### config.mk
export PLATFORM = sky130hd
export DESIGN_NAME = ultrasonic_echo_ranger
export DESIGN_NICKNAME = d
export VERILOG_FILES = /design/src/rtl/uer_pkg.sv /design/src/rtl/uer_core.sv /design/src/rtl/ultrasonic_echo_ranger.sv
export SDC_FILE = /design/constraint.sdc
export NUM_CORES = 1
export LEC_CHECK = 0
export ABC_AREA = 1
export BUFFER_PORTS_ARGS = -buffer_cell sky130_fd_sc_hd__buf_2
export CORE_MARGIN = 1.5
export CORE_UTILIZATION = 25
export CTS_CLUSTER_DIAMETER = 30
export DETAILED_ROUTE_END_ITERATION = 10
export GPL_ROUTABILITY_DRIVEN = 0
export PLACE_DENSITY_LB_ADDON = 0.05
export SKIP_CTS_REPAIR_TIMING = 1
export SLEW_MARGIN = 10
export SYNTH_ARGS = -nofsm -noshare
export SYNTH_HDL_FRONTEND = slang
export SYNTH_SLANG_ARGS = --single-unit
### constraint.sdc
create_clock -name clk -period 5.5 [get_ports clk]
set_input_delay 1.1 -clock clk [delete_from_list [all_inputs] [get_ports clk]]
set_output_delay 1.1 -clock clk [all_outputs]
set_load 0.01 [all_outputs]
### src/rtl/uer_pkg.sv
package uer_pkg;

  // Default wrap point of the echo counter.
  localparam int unsigned COUNT_LIMIT_DEF = 10000;

  // Distance per tick is TICK_MM_NUM / MM_DEN millimeters (0.343 mm/us * 10 us / 2).
  localparam int unsigned TICK_MM_NUM = 1715;
  localparam int unsigned MM_DEN      = 1000;
  localparam int unsigned MM_WHOLE    = TICK_MM_NUM / MM_DEN;
  localparam int unsigned MM_FRAC     = TICK_MM_NUM % MM_DEN;
  localparam int unsigned REM_W       = $clog2(MM_DEN);

  localparam int unsigned TIMER_W = 20;
  localparam int unsigned DIST_W  = 16;

  // Status codes.
  localparam logic [1:0] ST_OK   = 2'd0;
  localparam logic [1:0] ST_BAD  = 2'd1;
  localparam logic [1:0] ST_BUSY = 2'd2;

  localparam logic [DIST_W-1:0] DIST_BUSY = 16'hFFFF;

  // Register indexes on the configuration port.
  localparam logic [2:0] REG_TRIGGER_TICKS = 3'd0;
  localparam logic [2:0] REG_RISE_TIMEOUT  = 3'd1;
  localparam logic [2:0] REG_FALL_TIMEOUT  = 3'd2;
  localparam logic [2:0] REG_MIN_DISTANCE  = 3'd3;
  localparam logic [2:0] REG_MAX_DISTANCE  = 3'd4;

  // Register reset values.
  localparam logic [7:0]         TRIGGER_TICKS_RST = 8'd2;
  localparam logic [TIMER_W-1:0] RISE_TIMEOUT_RST  = 20'd100000;
  localparam logic [TIMER_W-1:0] FALL_TIMEOUT_RST  = 20'd100000;
  localparam logic [DIST_W-1:0]  MIN_DISTANCE_RST  = 16'd240;
  localparam logic [DIST_W-1:0]  MAX_DISTANCE_RST  = 16'd6000;

  typedef enum logic [3:0] {
    PH_IDLE = 4'b0001,
    PH_TRIG = 4'b0010,
    PH_RISE = 4'b0100,
    PH_HIGH = 4'b1000
  } uer_phase_t;

  typedef struct packed {
    logic [7:0]         trigger_ticks;
    logic [TIMER_W-1:0] rise_timeout;
    logic [TIMER_W-1:0] fall_timeout;
    logic [DIST_W-1:0]  min_distance;
    logic [DIST_W-1:0]  max_distance;
  } uer_cfg_t;

  // One result item; trigger_level sits in the lowest bit.
  typedef struct packed {
    logic [1:0]        status;
    logic [DIST_W-1:0] distance_mm;
    logic              result_valid;
    logic              trigger_level;
  } uer_res_t;

endpackage

### src/rtl/uer_core.sv
module uer_core #(
  parameter int unsigned COUNT_LIMIT = uer_pkg::COUNT_LIMIT_DEF
) (
  input  logic             clk,
  input  logic             rst_n,
  input  logic             step,
  input  logic             start_req,
  input  logic             echo_level,
  input  uer_pkg::uer_cfg_t cfg,
  output uer_pkg::uer_res_t res
);

  localparam int unsigned CNT_W = $clog2(COUNT_LIMIT);
  localparam int unsigned TW    = uer_pkg::TIMER_W;
  localparam int unsigned DW    = uer_pkg::DIST_W;
  localparam int unsigned RW    = uer_pkg::REM_W;

  uer_pkg::uer_phase_t phase_r, phase_nxt;
  logic [TW-1:0]    timer_r, timer_nxt;
  logic [CNT_W-1:0] cnt_r, cnt_nxt;
  // Running distance and its remainder in thousandths, kept in step with cnt_r.
  logic [DW-1:0]    dist_r, dist_nxt;
  logic [RW-1:0]    rem_r, rem_nxt;

  logic [TW-1:0]    timer_inc;
  logic [RW:0]      rem_sum;
  logic [CNT_W-1:0] cnt_stp;
  logic [DW-1:0]    dist_stp;
  logic [RW-1:0]    rem_stp;

  // Build a finished result from a distance, applying the range check.
  function automatic uer_pkg::uer_res_t finish_res(logic [DW-1:0] d,
                                                   uer_pkg::uer_cfg_t c);
    uer_pkg::uer_res_t r;
    r = '0;
    r.result_valid = 1'b1;
    if ((d < c.min_distance) || (d > c.max_distance)) begin
      r.status = uer_pkg::ST_BAD;
    end else begin
      r.distance_mm = d;
      r.status      = uer_pkg::ST_OK;
    end
    return r;
  endfunction

  assign timer_inc = timer_r + TW'(1);

  // Count one more high tick: distance grows by the whole part and a carry
  // out of the remainder; the count wraps at the limit and clears both.
  always_comb begin
    rem_sum = {1'b0, rem_r} + (RW + 1)'(uer_pkg::MM_FRAC);
    if (cnt_r >= CNT_W'(COUNT_LIMIT - 1)) begin
      cnt_stp  = '0;
      dist_stp = '0;
      rem_stp  = '0;
    end else if (rem_sum >= (RW + 1)'(uer_pkg::MM_DEN)) begin
      cnt_stp  = cnt_r + CNT_W'(1);
      dist_stp = dist_r + DW'(uer_pkg::MM_WHOLE + 1);
      rem_stp  = RW'(rem_sum - (RW + 1)'(uer_pkg::MM_DEN));
    end else begin
      cnt_stp  = cnt_r + CNT_W'(1);
      dist_stp = dist_r + DW'(uer_pkg::MM_WHOLE);
      rem_stp  = RW'(rem_sum);
    end
  end

  // Per-tick sequencing of trigger, wait for rise and high count.
  always_comb begin
    phase_nxt = phase_r;
    timer_nxt = timer_r;
    cnt_nxt   = cnt_r;
    dist_nxt  = dist_r;
    rem_nxt   = rem_r;
    res       = '0;
    case (phase_r)
      uer_pkg::PH_IDLE: begin
        if (start_req) begin
          if (echo_level) begin
            res.result_valid = 1'b1;
            res.distance_mm  = uer_pkg::DIST_BUSY;
            res.status       = uer_pkg::ST_BUSY;
          end else begin
            res.trigger_level = 1'b1;
            phase_nxt         = uer_pkg::PH_TRIG;
            timer_nxt         = TW'(1);
          end
        end
      end
      uer_pkg::PH_TRIG: begin
        if (timer_r >= TW'(cfg.trigger_ticks)) begin
          phase_nxt = uer_pkg::PH_RISE;
          timer_nxt = '0;
        end else begin
          res.trigger_level = 1'b1;
          timer_nxt         = timer_inc;
        end
      end
      uer_pkg::PH_RISE: begin
        if (echo_level) begin
          // First high tick: count one, distance of one tick.
          cnt_nxt   = CNT_W'(1);
          dist_nxt  = DW'(uer_pkg::MM_WHOLE);
          rem_nxt   = RW'(uer_pkg::MM_FRAC);
          phase_nxt = uer_pkg::PH_HIGH;
          timer_nxt = TW'(1);
          if (cfg.fall_timeout <= TW'(1)) begin
            res       = finish_res(DW'(uer_pkg::MM_WHOLE), cfg);
            phase_nxt = uer_pkg::PH_IDLE;
            timer_nxt = '0;
          end
        end else begin
          timer_nxt = timer_inc;
          if (timer_inc >= cfg.rise_timeout) begin
            res.result_valid = 1'b1;
            res.status       = uer_pkg::ST_BAD;
            phase_nxt        = uer_pkg::PH_IDLE;
            timer_nxt        = '0;
          end
        end
      end
      uer_pkg::PH_HIGH: begin
        if (!echo_level) begin
          res       = finish_res(dist_r, cfg);
          phase_nxt = uer_pkg::PH_IDLE;
          timer_nxt = '0;
        end else begin
          cnt_nxt   = cnt_stp;
          dist_nxt  = dist_stp;
          rem_nxt   = rem_stp;
          timer_nxt = timer_inc;
          if (timer_inc >= cfg.fall_timeout) begin
            res       = finish_res(dist_stp, cfg);
            phase_nxt = uer_pkg::PH_IDLE;
            timer_nxt = '0;
          end
        end
      end
      default: begin
        phase_nxt = uer_pkg::PH_IDLE;
        timer_nxt = '0;
      end
    endcase
  end

  // State advances once per accepted tick.
  always_ff @(posedge clk) begin
    if (!rst_n) begin
      phase_r <= uer_pkg::PH_IDLE;
      timer_r <= '0;
      cnt_r   <= '0;
      dist_r  <= '0;
      rem_r   <= '0;
    end else if (step) begin
      phase_r <= phase_nxt;
      timer_r <= timer_nxt;
      cnt_r   <= cnt_nxt;
      dist_r  <= dist_nxt;
      rem_r   <= rem_nxt;
    end
  end

endmodule

### src/rtl/ultrasonic_echo_ranger.sv
// Ultrasonic echo ranger: each input transfer is one 10 us tick carrying a
// start request and the sampled echo level, and each tick yields exactly one
// output transfer with the trigger level to drive and, when a measurement
// ends, the distance in mm and a status. A tick is accepted every clock
// cycle while input ready is high, and its result is registered; the whole
// tick is handled by one pass through the phase sequencer, with the distance
// kept as a running value so no multiply or divide is needed. A two-entry
// output stage (output register plus skid register) keeps input ready while
// one result waits; input ready drops only when both entries are full.
module ultrasonic_echo_ranger #(
  parameter int unsigned COUNT_LIMIT = uer_pkg::COUNT_LIMIT_DEF
) (
  input  logic        clk,
  input  logic        rst_n,
  // Input ticks.
  input  logic        in_tvalid,
  output logic        in_tready,
  input  logic [7:0]  in_tdata,   // [0] start_req, [1] echo_level
  // Results.
  output logic        out_tvalid,
  input  logic        out_tready,
  output logic [23:0] out_tdata,  // [0] trigger_level, [1] result_valid,
                                  // [17:2] distance_mm, [19:18] status
  // Configuration.
  input  logic        cfg_psel,
  input  logic        cfg_penable,
  input  logic        cfg_pwrite,
  input  logic [4:0]  cfg_paddr,
  input  logic [31:0] cfg_pwdata,
  output logic [31:0] cfg_prdata,
  output logic        cfg_pready
);

  uer_pkg::uer_cfg_t cfg_r;
  uer_pkg::uer_res_t res;
  uer_pkg::uer_res_t out_r, skid_r;
  logic              out_valid_r, skid_valid_r;
  logic              in_fire, out_fire, cfg_wr;
  logic [2:0]        cfg_idx;

  assign cfg_pready = 1'b1;
  assign cfg_idx    = cfg_paddr[4:2];
  assign cfg_wr     = cfg_psel && cfg_penable && cfg_pwrite && cfg_pready;

  // Register writes.
  always_ff @(posedge clk) begin
    if (!rst_n) begin
      cfg_r.trigger_ticks <= uer_pkg::TRIGGER_TICKS_RST;
      cfg_r.rise_timeout  <= uer_pkg::RISE_TIMEOUT_RST;
      cfg_r.fall_timeout  <= uer_pkg::FALL_TIMEOUT_RST;
      cfg_r.min_distance  <= uer_pkg::MIN_DISTANCE_RST;
      cfg_r.max_distance  <= uer_pkg::MAX_DISTANCE_RST;
    end else if (cfg_wr) begin
      case (cfg_idx)
        uer_pkg::REG_TRIGGER_TICKS: cfg_r.trigger_ticks <= cfg_pwdata[7:0];
        uer_pkg::REG_RISE_TIMEOUT:  cfg_r.rise_timeout  <= cfg_pwdata[19:0];
        uer_pkg::REG_FALL_TIMEOUT:  cfg_r.fall_timeout  <= cfg_pwdata[19:0];
        uer_pkg::REG_MIN_DISTANCE:  cfg_r.min_distance  <= cfg_pwdata[15:0];
        uer_pkg::REG_MAX_DISTANCE:  cfg_r.max_distance  <= cfg_pwdata[15:0];
        default: ;
      endcase
    end
  end

  // Register reads.
  always_comb begin
    case (cfg_idx)
      uer_pkg::REG_TRIGGER_TICKS: cfg_prdata = 32'(cfg_r.trigger_ticks);
      uer_pkg::REG_RISE_TIMEOUT:  cfg_prdata = 32'(cfg_r.rise_timeout);
      uer_pkg::REG_FALL_TIMEOUT:  cfg_prdata = 32'(cfg_r.fall_timeout);
      uer_pkg::REG_MIN_DISTANCE:  cfg_prdata = 32'(cfg_r.min_distance);
      uer_pkg::REG_MAX_DISTANCE:  cfg_prdata = 32'(cfg_r.max_distance);
      default:                    cfg_prdata = '0;
    endcase
  end

  assign in_tready = !skid_valid_r;
  assign in_fire   = in_tvalid && in_tready;
  assign out_fire  = out_valid_r && out_tready;

  uer_core #(
    .COUNT_LIMIT(COUNT_LIMIT)
  ) u_core (
    .clk        (clk),
    .rst_n      (rst_n),
    .step       (in_fire),
    .start_req  (in_tdata[0]),
    .echo_level (in_tdata[1]),
    .cfg        (cfg_r),
    .res        (res)
  );

  // Output register with a skid entry behind it.
  always_ff @(posedge clk) begin
    if (!rst_n) begin
      out_valid_r  <= 1'b0;
      skid_valid_r <= 1'b0;
    end else if (skid_valid_r) begin
      if (out_fire) begin
        skid_valid_r <= 1'b0;
      end
    end else if (in_fire) begin
      if (out_valid_r && !out_tready) begin
        skid_valid_r <= 1'b1;
      end else begin
        out_valid_r <= 1'b1;
      end
    end else if (out_fire) begin
      out_valid_r <= 1'b0;
    end
  end

  always_ff @(posedge clk) begin
    if (skid_valid_r) begin
      if (out_fire) begin
        out_r <= skid_r;
      end
    end else if (in_fire) begin
      if (out_valid_r && !out_tready) begin
        skid_r <= res;
      end else begin
        out_r <= res;
      end
    end
  end

  assign out_tvalid = out_valid_r;
  assign out_tdata  = {4'b0000, out_r};

endmodule

== Word level (Yosys, flattened, before mapping) ==
Cells that the tools add are included.
Widths: inputs -> output; s select.
Word-level totals
  input bits: 52
  register bits: 186
  output and inout bits: 59
  logic and storage cells: 147
Cells by class
  reductions and logical operators: 25
  bitwise gates (word level): 1
  multiplexer cells: 65
  add/subtract/negate cells: 6
  $lt $le $gt $ge: 12
  equal/unequal tests: 18
Operator list (number)
  $mux 20: 13
  $mux 16: 7
  $pmux 20 s5: 1
  $pmux 20 s4: 1
  $mux 19: 3
  $pmux 19 s3: 1
  $mux 14: 3
  $ge 20x20->1: 2
  $mux 10: 4
  $gt 16x16->1: 2
  $lt 16x16->1: 2
  $mux 4: 8
  $pmux 16 s2: 1
  $pmux 14 s2: 1
  $add 20x1->20 const B: 1
  $ge 20x8->1: 1
  $le 20x1->1 const B: 1
  $pmux 10 s2: 1
  $mux 1: 18
  $add 16x1->16 const B: 1
  $add 16x2->16 const B: 1
  $gt 1x16->1 const A: 1
  $lt 1x16->1 const A: 1
  $pmux 4 s4: 1
  other kinds (27): 51

== Depth between registers and ports, before layout ==
Gate-level depths: netlist of the first run.
  depth after elaboration: 13
  depth in mapped cells: 36
  depth with buffers taken out: 34

== Hierarchy ==
Synthesis of the first run repeated with hierarchy kept, for this count alone.
Unflattened totals
  cell total of the unflattened synthesis: 1926
  area total of the unflattened synthesis: 13072.5 um2
By module, submodules not included
  uer_core: cells an instance 1172, seq. area each 1281.2 um2, instances 1, area each 7479.7 um2
  ultrasonic_echo_ranger: cells an instance 754, seq. area each 2842.7 um2, instances 1, area each 5592.9 um2

== Least setup slack after synthesis of the first run ==
Ideal clock, no wire load.
  kind: register -> register
  from: register u_core.rem_r[0]
  to: register out_r (netlist bit out_tdata[13]) (data pin)
  path buffers: 2
  required time: 5248 ps
  arrival: 3781 ps
  stages on the path, launching flop included: 34
  setup slack: 1467 ps
  period minus slack after synthesis: 4033 ps
  setup time: 252 ps
  path through: dfxtp_1 inv_1 ha_1 inv_1 nand2_1 nand2_2 xnor2_1 ha_1 nor2_1 nand2_2 nand3_2 buf_6 nor2_2 nor2_4 nand2_2 nor2_4 nand2_1 xor2_1 or2_1 inv_1 ha_1 a21oi_1 o21ai_0 nand3_1 a21oi_1 a211oi_1 nand2_4 buf_6 nand3_1 nand2_1 nand2_1 nand2_2 nand2_1 nand2_1
RTL lines
  start: declaration: line uer_core.sv:23  | logic [RW-1:0] rem_r, rem_nxt;
  start signal: assignment: line uer_core.sv:158  | rem_r <= rem_nxt;
  end signal: assignment: line ultrasonic_echo_ranger.sv:116  | out_r <= skid_r;
  end signal: assignment: line ultrasonic_echo_ranger.sv:122  | out_r <= res;
  end: declaration: line ultrasonic_echo_ranger.sv:36  | uer_pkg::uer_res_t out_r, skid_r;

==> results by group, run 1 <==
Run status
  – Status: complete, no violations

Critical path
  – CP Capture Type: flip-flop
  – Worst setup path category: reg -> reg
  – CP Launch Type: flip-flop
  – WP data arrival: 5.25 ns
  – R2R setup slack: 0.60 ns
  – Slowest CP cell: dfxtp_1
  – CP most frequent cell: nand2_1
  – Crit Path Max Fanout: 17
  – Reg2Reg Depth: 32
  – Worst endpoint required time: 5.85 ns
  – CP peak stage delay: 0.35 ns

STA
  – Unrepaired setup endpoints after global routing: no
  – Worst Skew: 0.01516 ns
  – Worst setup margin: 0.6034 ns
  – Final Cycle Share: 89.03%
  – Fin crit period: 4.897 ns
  – F_max: 204.2 MHz
  – Slew margin rel.: 30.98%
  – Setup TNS: 0 ns
  – Final setup fails: 0
  – Fin. Hold Viols: 0
  – Hold slack final: 0.4707 ns
  – Worst-Margin Slew: 1.034 ns
  – Slew Viols, Final: 0

Hold path
  – Hold Path Stages: 2
  – HP Class: reg -> reg

Flow run
  – # Max-Cap Violations: 0

Yosys
  – Synth Area per Inst: 7.408 um2
  – Yosys cell types: 56
  – Yosys top cell area share: 24.80%
  – Post-synthesis register bit count: 186
  – Leading area contributor after synthesis: dfxtp_1
  – Register area share after synthesis: 34.99%
  – Mapped Cells: 1,591
  – Mapped Area: 11,790 um2
  – Predominant post-synthesis flop cell: dfxtp_1
  – Largest cells by area after synthesis: dfxtp_1, ha_1, nand2_1
  – Ys Warns: 0
  – Post-synth EDFFs: 40
  – Synth async-reset ratio: 0%

Global route
  – First-pass GRT wire length: 62.60 mm
  – Vias in the first global route: 10,450
  – Initial antenna violation count: 0
  – Total gr overflow: 0
  – Maximum number of pins on one net before global-route repair: 77
  – Global Route Usage Sum: 17.53%

Power and ir drop
  – Static leakage: 5.816 nW
  – Clock power frac: 41.3%
  – Combinational power share: 12.5%
  – Switch share: 28.60%
  – Psw: 0.9117 mW
  – Max IR drop VDD: 193.1 uV
  – Total power: 3.188 mW
  – Internal: 2.276 mW
  – Cell Pwr Density: 238.6 nW/um2
  – Sequential share of power: 46.2%

Placement
  – Detailed Place HPWL: 30.96 mm
  – Worst slack, placed: 0.5753 ns
  – PortBufs: 73

Final layout
  – # diodes: 0
  – Most frequent cells in the layout: nand2_1, inv_1, a21oi_1
  – NumNets Final: 1,814
  – Final core occ: 28.71%
  – Share of cells above drive strength 1: 10.55%
  – Most common cell after layout, fill and taps aside: nand2_1
  – Fill count: 5,090
  – Area grow syn2layout: 13.39%

Die
  – Die ar.: 48,460 um2
  – Die Wd: 220.1 um
  – I/O pins: 111
  – Initial core utilization: 25.32%
  – Die H: 220.1 um
  – Core area: 46,560 um2
  – Row cnt: 79

CTS
  – H-tree depth: 4
  – Worst-Skew Late Latency: 0.50 ns
  – CTS sink cnt: 186
  – Clock transition at path regs: 0.07 ns
  – TritonCTS buffer count: 17
  – Root Buffer: clkbuf_16
  – Worst-case clock buffer depth: 2
  – CTS tree: yes

Detailed routing
  – Detailed-router iteration count before antenna repair: 5
  – DRT antenna net count: 0
  – DR WL/cell: 17.97 um
  – Vias post-DR: 10,600
  – DRT iter0 DRCs: 544
  – Via/cell ratio: 4.677
  – Residual DRC: 0
  – DRT Wirelength: 40.72 mm
==> metrics by stage <==
step                area (um2)  instances
floorplan                11840       1606
global placement         12780       2235
detailed placement       12780       2235
CTS                      13360       2266
global route             13360       2266
finish                   13360       2266
==> cell usage after synthesis (all sizes together), types with 3 or more instances <==
| library cell | number |
|---|---|
| nand2 | 350 |
| inv | 195 |
| a21oi | 157 |
| dfxtp | 146 |
| ha | 115 |
| o21ai | 105 |
| nor2 | 103 |
| nand3 | 88 |
| clkbuf | 45 |
| edfxtp | 40 |
| buf | 31 |
| nand4 | 29 |
| nor3 | 29 |
| o211ai | 24 |
| o22ai | 20 |
| a221oi | 16 |
| xor2 | 16 |
| nor4 | 12 |
| xnor2 | 9 |
| a211oi | 8 |
| a221o | 8 |
| o21a | 6 |
| a31oi | 5 |
| clkinv | 4 |
| o21bai | 4 |
| or2 | 4 |
| nor3b | 3 |
| o31ai | 3 |
==> path summary, 6_finish.rpt <==
kind | from | endpoint
worst max register to register | u_core.rem_r[0] | out_tdata[3]
worst max-delay path | u_core.rem_r[0] | out_tdata[3]
worst min-delay path | u_core.cnt_r[13] | u_core.cnt_r[13]
worst min register to register | u_core.cnt_r[13] | u_core.cnt_r[13]
==> sequential cells by signal (all words and copies together), names as in the netlist <==
register and flops:
out_tvalid 1, u_core.timer_r 20, skid_r 20, u_core.phase_r 4, cfg_r 80, u_core.rem_r 10, skid_valid_r 1, u_core.cnt_r 14
u_core.dist_r 16, out_tdata 20
==> worst max-delay path: cells and delay by family (launching register included) <==
| family | cells | cell delay, ns |
|---|---|---|
| AND/OR/NAND/NOR | 19 | 2.24 |
| adder cells (fa/ha/maj) | 3 | 0.75 |
| buffers and inverters | 5 | 0.62 |
| AO/OA/AOI/OAI | 3 | 0.53 |
| flip-flops | 1 | 0.35 |
| XOR/XNOR | 2 | 0.29 |
==> cell families (layout without fill, tap and decap cells) <==
kind of cell	Yosys count	in the layout	synth area share, %
other	2	17	0.06372
DFF	186	186	34.99
adders and majority gates	115	115	12.21
xor gates and xnor gates	25	25	1.858
AOI/OAI and AO/OA	366	366	18.04
buffers and inverters	275	328	9.681
and+or+nand+nor	622	622	23.16
==> layout make-up <==
type / count / area, um2 / area share [%]
Multi-Input combinational cell: 1145 / 6590 / 49.31
Sequential cell: 186 / 4124 / 30.86
Tap cell: 607 / 759.5 / 5.683
Inverter: 199 / 749.5 / 5.608
Timing Repair Buffer: 98 / 553.0 / 4.138
Clock buffer: 22 / 475.5 / 3.558
Clock inverter: 9 / 112.6 / 0.8426
==> layer usage <==
| layer | up-vias | track usage [%] | share of wire (%) |
|---|---|---|---|
| met5 | - | 0 | 0 |
| li1 | 5496 | - | - |
| met1 | 4935 | 22.65 | 48 |
| met4 | 0 | 6.712 | 2.5 |
| met2 | 128 | 29.39 | 48 |
| met3 | 38 | 2.584 | 2.3 |
==> power by group through the flow <==
| stage | clock (mW) | sequential [mW] | combinational, mW |
|---|---|---|---|
| after floorplan | 0 | 1.51 | 0.248 |
| after global placement | 0 | 1.51 | 0.410 |
| after detailed placement | 0 | 1.51 | 0.409 |
| after CTS | 1.37 | 1.47 | 0.411 |
| after global routing | 1.41 | 1.48 | 0.454 |
| final | 1.32 | 1.47 | 0.400 |
(Power assumes the default switching activity.)
==> run 2, diff against run 1 <==
--- a/config.mk
+++ b/config.mk
@@ -8,7 +8,7 @@
 export ABC_AREA = 1
 export BUFFER_PORTS_ARGS = -buffer_cell sky130_fd_sc_hd__buf_2
 export CORE_MARGIN = 1.5
-export CORE_UTILIZATION = 25
+export CORE_UTILIZATION = 45
 export CTS_CLUSTER_DIAMETER = 30
 export DETAILED_ROUTE_END_ITERATION = 10
 export GPL_ROUTABILITY_DRIVEN = 0
==> run 2 against run 1 <==
Critical path type unchanged; power shrank 0.95%; die area fell by 44%; register-to-register slack got worse by 0.08 ns; setup slack worse by 0.083 ns; utilization is 21 points higher; first-iteration DRC count grew 4.6%; non-clock buffer count fell by 7; clock-buffer cell count fell by 4.
==> results by group, run 2 (synthesis results as in run 1) <==
Run status
  – Status: complete, no violations

STA
  – Final Cycle Share: 90.53%
  – Unrepaired setup endpoints after global routing: no
  – F_max: 200.8 MHz
  – Setup TNS: 0 ns
  – Final setup fails: 0
  – Worst-Margin Slew: 1.244 ns
  – Fin crit period: 4.979 ns
  – Fin. Hold Viols: 0
  – Slew margin rel.: 16.79%
  – Slew Viols, Final: 0
  – Worst Skew: 0.01421 ns

Final layout
  – Most common cell after layout, fill and taps aside: nand2_1
  – # diodes: 0
  – NumNets Final: 1,807
  – Non-filler cells, final: 1,988
  – Area grow syn2layout: 10.27%
  – Largest register FFs: 80
  – Share of cells above drive strength 1: 10.34%
  – Post-layout instance area: 13,000 um2
  – Biggest register: cfg_r
  – Most frequent cells in the layout: nand2_1, inv_1, a21oi_1
  – Final core occ: 50.16%

Detailed routing
  – Highest Signal Layer: met4
  – M1 wire length: 14.88 mm
  – Vias post-DR: 10,670
  – DR WL/cell: 16.26 um
  – Detailed-router iteration count before antenna repair: 5
  – Metal3 WL: 1.087 mm
  – Met2 wire length: 15.64 mm
  – DRT antenna net count: 0
  – DRT iter0 DRCs: 569
  – Residual DRC: 0
  – Via/cell ratio: 5.368
  – DRT Wirelength: 32.32 mm

Critical path
  – Worst endpoint required time: 5.82 ns
  – WP data arrival: 5.30 ns
  – CP Launch Type: flip-flop
  – CP Capture Type: flip-flop
  – CP peak stage delay: 0.43 ns
  – Crit Path Max Fanout: 17
  – CP most frequent cell: nand2_1
  – Slowest CP cell: a2111oi_0
  – Worst setup path category: reg -> reg

Die
  – I/O pins: 111
  – Initial core utilization: 45.49%
  – Core area: 25,910 um2
  – Die Wd: 164.8 um
  – Die ar.: 27,170 um2
  – Die H: 164.8 um
  – Row cnt: 59

CTS
  – Clock transition at path regs: 0.08 ns
  – H-tree depth: 4
  – CTS sink cnt: 186
  – Worst-Skew Late Latency: 0.45 ns
  – TritonCTS buffer count: 17
  – Worst-case clock buffer depth: 2
  – CTS tree: yes
  – Root Buffer: clkbuf_16

Power and ir drop
  – Psw: 0.8886 mW
  – Cell Pwr Density: 243.0 nW/um2
  – Switch share: 28.14%
  – Sequential share of power: 46.6%
  – Clock power frac: 41.3%
  – Internal: 2.269 mW
  – Max IR drop VDD: 198.2 uV
  – Static leakage: 5.798 nW
  – Total power: 3.158 mW
  – Combinational power share: 12.2%

Placement
  – DP Area: 12,380 um2
  – PortBufs: 73
  – # placed instances: 1,956
  – Detailed Place HPWL: 24.35 mm

Global route
  – Total gr overflow: 0
  – Global Route Usage Sum: 24.44%
  – First-pass GRT wire length: 51.62 mm
  – Initial antenna violation count: 0
  – Vias in the first global route: 9,936
  – Maximum number of pins on one net before global-route repair: 73

Hold path
  – HP Class: reg -> reg

Flow run
  – # Max-Cap Violations: 0
==> run 2: cell types whose count changed in the layout (fill, tap and decap cells not counted) <==
cell / delta
clkbuf_1: -3
nor2_2: -1
clkbuf_16: -1
clkinvlp_4: -1
inv_8: +3
nor2_1: +1
clkinv_4: +2
clkinv_8: +1
buf_4: -7
clkinv_2: -1
inv_6: +1
==> run 2: cell type report <==
class | count | area, um2
clock buffer | 18 | 439.2
tap | 335 | 419.2
fill | 2642 | 12910
clock inverter | 14 | 176.4
timing repair buffer | 91 | 500.5
multi-input combinational | 1145 | 6588
inverter | 199 | 749.5
sequential | 186 | 4124
==> run 2: worst paths after layout <==
check                                       from          endpoint  slack, ns  cells past startpoint
worst max-delay path             u_core.rem_r[0]      out_tdata[4]       0.52                     29
worst min-delay path            u_core.cnt_r[13]  u_core.cnt_r[13]       0.47                      2
worst max register to register   u_core.rem_r[0]      out_tdata[4]       0.52                     29
worst min register to register  u_core.cnt_r[13]  u_core.cnt_r[13]       0.47                      2
==> run 2: routing by layer <==
layer  vias to the layer above  GRT usage, %
met2                       197         43.14
met1                      4954         31.23
li1                       5486             -
met5                         -             0
met4                         0         7.207
met3                        34         2.737
==> run 2: per-stage QoR <==
| step | setup slack (ns) | hold WS (ns) |
|---|---|---|
| 5_1_grt | 0.007950 | 0.5084 |
| 6_report | 0.5206 | 0.4714 |
| 3_3_place_gp | 0.5348 | 0.4447 |
| 3_5_place_dp | 0.5205 | 0.4647 |
| 4_1_cts | 0.4932 | 0.4790 |
| 2_1_floorplan | 1.467 | 0.4292 |
==> run 2: power groups by stage <==
stage	logic (mW)	clock network (mW)	registers, mW
final	0.384	1.30	1.47
after global routing	0.434	1.37	1.48
after CTS	0.387	1.33	1.47
after detailed placement	0.386	0	1.50
after global placement	0.382	0	1.50
after floorplan	0.248	0	1.51
==> run 2: worst max-delay path, delay by kind of cell (launching register included) <==
| kind | cells | cell delay [ns] |
|---|---|---|
| adder cells (fa/ha/maj) | 3 | 0.78 |
| XOR/XNOR | 2 | 0.43 |
| AND/OR/NAND/NOR | 17 | 2.10 |
| AO/OA/AOI/OAI | 3 | 0.86 |
| flip-flops | 1 | 0.33 |
| buffers and inverters | 4 | 0.33 |
